$ cat src/hw/rtl/mhb_pkg.sv
// Shared constants, types and codes of the multidimensional histogram bin engine.
package mhb_pkg;

  localparam int unsigned MaxDims       = 4;
  localparam int unsigned DimW          = $clog2(MaxDims);
  localparam int unsigned BinW          = 8;
  localparam int unsigned RadixW        = BinW + 1;
  localparam int unsigned NdimsW        = 3;
  localparam int unsigned ValW          = 48;
  localparam int unsigned SumW          = 64;
  localparam int unsigned CntW          = 32;
  localparam int unsigned FlatW         = 12;
  localparam int unsigned CfgIdxW       = 3;
  localparam int unsigned CfgDataW      = 8;
  localparam int unsigned DefStoreDepth = 4096;

  localparam logic [NdimsW-1:0] NdimsReset = NdimsW'(1);
  localparam logic [BinW-1:0]   BinsReset  = BinW'(14);

  localparam logic StatusOk    = 1'b0;
  localparam logic StatusRange = 1'b1;

  localparam logic [ValW-1:0] ValMax = {1'b0, {(ValW-1){1'b1}}};
  localparam logic [ValW-1:0] ValMin = {1'b1, {(ValW-1){1'b0}}};
  localparam logic [SumW-1:0] SumMax = {1'b0, {(SumW-1){1'b1}}};
  localparam logic [SumW-1:0] SumMin = {1'b1, {(SumW-1){1'b0}}};

  typedef enum logic [1:0] {
    OpFill = 2'd0,
    OpSet  = 2'd1,
    OpGet  = 2'd2
  } op_e;

  typedef enum logic [CfgIdxW-1:0] {
    CfgNumDims   = 3'd0,
    CfgAxisBins0 = 3'd1,
    CfgAxisBins1 = 3'd2,
    CfgAxisBins2 = 3'd3,
    CfgAxisBins3 = 3'd4
  } cfg_idx_e;

  typedef logic [MaxDims-1:0][BinW-1:0] bins_vec_t;

  typedef struct packed {
    logic re;
    logic we;
  } mem_ctrl_t;

  typedef struct packed {
    logic done;
    logic bad;
  } idx_res_t;

endpackage

$ cat src/hw/rtl/mhb_index.sv
// Iterative mixed-radix flattening unit with one multiply-add per axis and range checking.
module mhb_index import mhb_pkg::*; #(
  parameter int unsigned STORE_DEPTH = DefStoreDepth,
  localparam int unsigned AddrW = $clog2(STORE_DEPTH)
) (
  input  logic              clk_i,
  input  logic              rst_ni,
  input  logic              start_i,
  input  logic [NdimsW-1:0] num_dims_i,
  input  bins_vec_t         axis_bins_i,
  input  bins_vec_t         bin_index_i,
  output logic [AddrW-1:0]  flat_o,
  output idx_res_t          res_o
);

  localparam int unsigned ProdW = AddrW + RadixW + 1;

  logic              busy_q, busy_d;
  logic              done_q, done_d;
  logic              bad_q, bad_d;
  logic [DimW-1:0]   dim_q, dim_d;
  logic [AddrW-1:0]  acc_q, acc_d;
  bins_vec_t         bidx_q, bidx_d;
  logic [DimW-1:0]   dim_first;
  logic [RadixW-1:0] radix;
  logic [BinW-1:0]   cur_bin;
  logic [ProdW-1:0]  prod;

  always_comb begin
    if (num_dims_i == '0) begin
      dim_first = '0;
    end else if (num_dims_i > NdimsW'(MaxDims)) begin
      dim_first = DimW'(MaxDims - 1);
    end else begin
      dim_first = DimW'(num_dims_i - 1'b1);
    end
  end

  assign radix   = {1'b0, axis_bins_i[dim_q]} + RadixW'(2);
  assign cur_bin = bidx_q[dim_q];
  assign prod    = ProdW'(acc_q) * ProdW'(radix) + ProdW'(cur_bin);

  always_comb begin
    busy_d = busy_q;
    done_d = 1'b0;
    bad_d  = bad_q;
    dim_d  = dim_q;
    acc_d  = acc_q;
    bidx_d = bidx_q;
    if (start_i) begin
      busy_d = 1'b1;
      bad_d  = 1'b0;
      dim_d  = dim_first;
      acc_d  = '0;
      bidx_d = bin_index_i;
    end else if (busy_q) begin
      acc_d = prod[AddrW-1:0];
      // The partial index only grows, so exceeding the store early is final.
      if (({1'b0, cur_bin} >= radix) || (prod >= ProdW'(STORE_DEPTH))) begin
        bad_d = 1'b1;
      end
      if (dim_q == '0) begin
        busy_d = 1'b0;
        done_d = 1'b1;
      end else begin
        dim_d = dim_q - 1'b1;
      end
    end
  end

  always_ff @(posedge clk_i or negedge rst_ni) begin
    if (!rst_ni) begin
      busy_q <= 1'b0;
      done_q <= 1'b0;
      bad_q  <= 1'b0;
      dim_q  <= '0;
      acc_q  <= '0;
    end else begin
      busy_q <= busy_d;
      done_q <= done_d;
      bad_q  <= bad_d;
      dim_q  <= dim_d;
      acc_q  <= acc_d;
    end
  end

  always_ff @(posedge clk_i) begin
    bidx_q <= bidx_d;
  end

  assign flat_o     = acc_q;
  assign res_o.done = done_q;
  assign res_o.bad  = bad_q;

endmodule

$ cat config.mk
export PLATFORM = sky130hd
export DESIGN_NAME = mhb_index
export DESIGN_NICKNAME = d
export VERILOG_FILES = /design/src/hw/rtl/mhb_pkg.sv /design/src/hw/rtl/mhb_index.sv
export SDC_FILE = /design/constraint.sdc
export NUM_CORES = 1
export LEC_CHECK = 0
export ABC_AREA = 0
export BUFFER_PORTS_ARGS = -buffer_cell sky130_fd_sc_hd__buf_2
export CAP_MARGIN = 20
export CORE_MARGIN = 4
export CORE_UTILIZATION = 58
export DETAILED_ROUTE_END_ITERATION = 8
export GPL_ROUTABILITY_DRIVEN = 0
export PLACE_DENSITY_LB_ADDON = 0.3
export SLEW_MARGIN = 5
export SYNTH_ARGS = -nofsm -noshare
export SYNTH_HDL_FRONTEND = slang
export SYNTH_SLANG_ARGS = --single-unit
$ cat constraint.sdc
create_clock -name clk_i -period 12.71 [get_ports clk_i]
set_clock_uncertainty 0.1 [all_clocks]
set_input_delay 2.542 -clock clk_i [delete_from_list [all_inputs] [get_ports clk_i]]
set_output_delay 2.542 -clock clk_i [all_outputs]
set_load 0.03 [all_outputs]
### Word-level counts from Yosys, hierarchy flattened

Cells that the tools add are included.

| cells by class | value |
|---|---|
| shifts and indexed selects | 0 |
| equal/unequal tests | 1 |
| div/mod/pow operators | 0 |
| reductions and logical operators | 7 |
| add/subtract/negate cells | 4 |
| multiply operators | 1 |
| multiplexer cells | 20 |
| bitwise operators | 0 |
| $lt $le $gt $ge | 4 |

Operators with widths:

| cell | count |
|---|---|
| $bmux W8 S2 | 2 |
| $mux W12 | 2 |
| $add A21 B8 Y22 | 1 |
| $ge A22 B13 Y1 const B | 1 |
| $mul A12 B9 Y21 | 1 |
| $mux W8 | 2 |
| $mux W2 | 5 |
| $add A8 B2 Y9 const B | 1 |
| $ge A8 B9 Y1 | 1 |
| $mux W1 | 9 |
| $reduce_and A2 Y1 | 2 |
| $reduce_bool A2 Y1 | 2 |
| $sub A2 B1 Y2 const B | 2 |
| $gt A3 B3 Y1 const B | 1 |
| $logic_not A3 Y1 | 1 |
| $lt A2 B3 Y1 const B | 1 |
| $logic_not A2 Y1 | 1 |
| $ne A2 B2 Y1 const B | 1 |
| $logic_or A1 B1 Y1 | 1 |

| storage, ports and cells | value |
|---|---|
| word-level logic and storage cells | 46 |
| memory bits (writable) | 0 |
| bits of input ports | 70 |
| register bits | 49 |
| memories kept | 0 |
| bits in latches | 0 |
| output and inout port bits | 14 |
| bits in read-only memories | 0 |

### Longest topological paths before layout

| depth | value |
|---|---|
| depth after elaboration | 10 |
| depth in mapped cells | 30 |
| depth with buffers taken out | 27 |

### Least setup slack after synthesis

Ideal clock, no wire load.

| path | value |
|---|---|
| path type | input to register |
| from | in axis_bins_i[9] (netlist name) |
| to | reg bad_q |
| slack | 4.011 ns |
| buffers on the path | 1 |
| stages | 25 |
| data required time | 12.511 ns |
| data arrival time | 8.499 ns |
| path through | mux2_1 > o21ai_1 > inv_1 > ha_1 > clkbuf_1 > nand2_1 > fa_1 > inv_1 > fa_1 > inv_1 > fa_1 > inv_1 > fa_1 > inv_1 > fa_1 > inv_1 > ha_1 > a21o_2 > a221o_1 > or3_4 > nor3_2 > o31ai_1 > a311oi_2 > xor2_1 > a311oi_1 |

| on the way | value |
|---|---|
| cells in the longest elaborated chain, start to end | 9 |

Ends and longest elaborated chain:

| item | line | source |
|---|---|---|
| start, declared | mhb_index.sv:10 | `input bins_vec_t axis_bins_i,` |
| $bmux W8 S2 (*) | mhb_index.sv:39 | `assign radix = {1'b0, axis_bins_i[dim_q]} + RadixW'(2);` |
| $mux W8 (not written as such) (*) | mhb_index.sv:39 |  |
| $add A8 B2 Y9 (*) | mhb_index.sv:39 |  |
| $mul A12 B9 Y21 | mhb_index.sv:41 | `assign prod = ProdW'(acc_q) * ProdW'(radix) + ProdW'(cur_bin);` |
| $add A21 B8 Y22 | mhb_index.sv:41 |  |
| $ge A22 B13 Y1 | mhb_index.sv:59 | `if (({1'b0, cur_bin} >= radix) \|\| (prod >= ProdW'(STORE_DEPTH))) begin` |
| $logic_or A1 B1 Y1 (*) | mhb_index.sv:59 |  |
| $reduce_bool A2 Y1 (no line) (*) | n/a |  |
| $reduce_and A2 Y1 (no line) (*) | n/a |  |
| end signal, assigned | mhb_index.sv:75 | `bad_q <= 1'b0;` |
| end signal, assigned | mhb_index.sv:81 | `bad_q <= bad_d;` |
| end, declared | mhb_index.sv:20 | `logic bad_q, bad_d;` |

Every way passes the cells marked *; elsewhere a longest branch is shown, timed or not. The select of a mux whose other input is x is not followed.
A chain may end at the register's enable or synchronous reset.

### Worst setup path in the final report

Ends and elaborated chain as after synthesis.

==> flow_metrics.py <==
metrics = {
    "setup_path": {
        "required_ns": 12.79,
        "cp.arrival_ns": 9.95,
        "path_max_fanout": 13,
        "critPathKind": "input port to register",
        "cp-start-kind": "input port",
        "cp-end-kind": "register",
    },
    "yosys": {
        "syn_avg_cell_area_um2": 9.93,
        "ys_seq_elements": 49,
        "synth_sequential_area_ratio_pct": 21.2,
        "ys.flop_type": "edfxtp_1",
        "syn-instance-count": 660,
        "synth-edff-count": 32,
        "yosys-top-cells-area": "fa_1 23%, edfxtp_1 15%, ha_1 14%, dfrtp_1 6.5%, inv_1 6.4%",
        "ys_warn_count": 0,
        "synth_area_um2": 6550,
        "yosysTopAreaCell": "fa_1",
        "synth-async-reset-ratio_pct": 34.7,
        "synth_cell_types": 61,
        "synth_top_area_share_pct": 23.2,
        "synthesis.nets": 880,
    },
    "clock_network": {
        "cts_buffers": 5,
        "clk_pin_slew_worst_paths_ns": 0.07,
        "htreeDepth": 2,
        "cts_tree": "built",
        "cts_resized": 0,
        "cts.path.max_buffers": 2,
        "clock_latency_ns": 0.29,
        "post_cts_buffers": 0,
        "root_buffer": "clkbuf_16",
        "cts.sinks": 49,
        "postCtsHoldBufs": 0,
    },
    "floorplanning": {
        "core_um2": 10900,
        "die_w_um": 114,
        "die_h_um": 114,
        "start_util_pct": 59.9,
        "fp-row-count": 38,
        "boundaryPins": 84,
        "dieArea_um2": 13100,
    },
    "grt": {
        "first_global_vias": 5121,
        "antenna_found_initial": 0,
        "grt_use_total_pct": 24.5,
        "overflow": 0,
        "grt_max_degree": 51,
        "grt_pass1_wl_mm": 25.4,
    },
    "timing": {
        "setup_tns_ns": 0,
        "rsz0062_at_grt": "false",
        "slew_viol_final": 0,
        "period_needed_ns": 9.87,
        "slew_headroom_pct": 25.8,
        "fmax_mhz": 101,
        "hold_violations": 0,
        "period_share_pct": 77.7,
        "worstMarginPinSlew_ns": 1.11,
        "finalSetupViolCount": 0,
    },
    "finish": {
        "seqCellArea_um2": 1390,
        "stdcell_count": 861,
        "fill_cells": 850,
        "antenna_cells": 0,
        "drive_above_1_share_pct": 16.6,
        "multiInputGateArea_um2": 4570,
        "fin_nets": 940,
        "syn_to_final_growth_pct": 9.62,
    },
    "routing": {
        "drtPass1Iterations": 5,
        "vias": 4873,
        "via_per_inst": 5.66,
        "ant_nets": 0,
        "routed_wl_mm": 15.3,
        "drc": 0,
        "wl_per_cell_um": 17.8,
        "drt_iter0_markers": 311,
    },
    "placed_design": {
        "io_buffers": 83,
        "dp_hpwl_mm": 12.3,
        "placed_cells": 852,
    },
    "run_status": {
        "outcome": "completed",
    },
    "min_path": {
        "hp-class": "register to register",
    },
    "flow_run": {
        "cap_violations": 0,
    },
}
cells in the final DEF, fill, tap and decap left out, types with 3 or more instances in the layout:
cell and instances:
clkbuf_16 5, nor3_1 7, fa_1 76, dfrtp_1 17
inv_1 112, a31oi_1 3, nor2_1 30, ha_1 74
o21ai_1 3, nand3_1 5, mux2i_1 15, xnor2_1 10
mux4_2 15, buf_2 83, buf_4 5, a211oi_1 5
edfxtp_1 32, nand2b_1 12, and3_1 6, xor2_1 6
nor2b_1 22, a21oi_1 14, nand2_1 69, o31ai_1 3
a21o_1 5, and2_1 35, o21ai_0 8, nor3b_1 4
synth_stat cells, types with 2 or more instances:
cell type	count
nor2b_1	22
o2111ai_1	2
dfrtp_1	17
ha_1	74
o21bai_1	2
nor3_1	7
buf_2	3
buf_1	2
a311oi_1	2
o21a_1	2
o21ai_0	8
clkbuf_1	22
nor2_1	30
and2_1	35
o21ai_1	3
o31ai_1	3
nand3_1	5
nor3b_1	4
buf_4	6
xor2_1	6
mux4_2	15
xnor2_1	10
a21boi_0	2
buf_6	2
a31oi_1	3
nand2b_1	12
fa_1	76
mux2i_1	15
inv_1	112
nor4_1	2
a211oi_1	5
and3_1	6
edfxtp_1	32
a21oi_1	14
a21o_1	5
nand2_1	69
flip-flops by register name, indices dropped and copies added (netlist names):
register,cells
dim_q,2
done_q,1
flat_o,12
busy_q,1
bad_q,1
bidx_q,32
critical path, cell delays in order:
cell      delay, ns
buf_2          0.10
mux2_1         0.29
o21ai_1        0.69
inv_1          0.19
ha_1           0.27
xor2_1         0.88
and2_1         0.25
fa_1           0.44
ha_1           0.31
inv_1          0.06
fa_1           0.53
inv_1          0.05
fa_1           0.53
inv_1          0.06
fa_1           0.54
inv_1          0.04
ha_1           0.37
a21o_2         0.23
a221o_1        0.35
or3_4          0.35
nor3_2         0.11
o31ai_1        0.12
a311oi_2       0.29
xor2_1         0.10
a311oi_1       0.24
layer usage:
layer	wire length, um	track usage, %	up-vias
li1	-	-	2273
met1	6480	34.1	2382
met2	7350	41.6	200
met3	1310	3.65	18
met4	208	4.04	0
met5	0	0	-
cells by family (layout without fill, tap and decap cells):
logic type | Yosys count | after routing | share of synthesized area [%]
compound gates | 63 | 63 | 6.70
xor+xnor | 16 | 16 | 2.14
fa+ha+maj | 151 | 151 | 37.5
buf+inv | 148 | 209 | 9.11
flops | 49 | 49 | 21.2
mux | 31 | 31 | 7.62
simple gates | 202 | 202 | 15.8
final timing paths:
path | startpoint | end | slack (ns) | depth (start not counted)
max in group asynchronous | rst_ni | dim_q[0] | 10.15 | 1
min in group asynchronous | rst_ni | flat_o[5] | 2.07 | 1
max reg2reg | dim_q[0] | bad_q | 4.55 | 26
min | bad_q | bad_q | 0.50 | 2
min reg2reg | bad_q | bad_q | 0.50 | 2
max | axis_bins_i[9] | bad_q | 2.84 | 25
final cells by class:
| class | count | area share [%] |
|---|---|---|
| Tap cell | 140 | 2.44 |
| Timing Repair Buffer | 88 | 6.31 |
| Clock buffer | 5 | 1.74 |
| Clock inverter | 3 | 0.697 |
| Multi-Input combinational cell | 463 | 63.6 |
| Sequential cell | 49 | 19.3 |
| Inverter | 113 | 5.90 |
stage by stage:
step / hold slack, ns / worst slack (ns) / util, % / area (um2)
6_report: 0.497 / 2.84 / 65.7 / 7180
5_1_grt: 0.527 / 2.50 / 65.7 / 7180
4_1_cts: 0.501 / 2.93 / 65.6 / 7180
3_5_place_dp: 0.490 / 2.67 / 64.0 / 7000
3_3_place_gp: 0.491 / 2.97 / 64.0 / 7000
2_1_floorplan: 0.436 / 4.01 / - / 6550
Power is left out: the tool's default activity adds up to more than one toggle a clock period on the data nets, which glitch-free logic cannot reach.
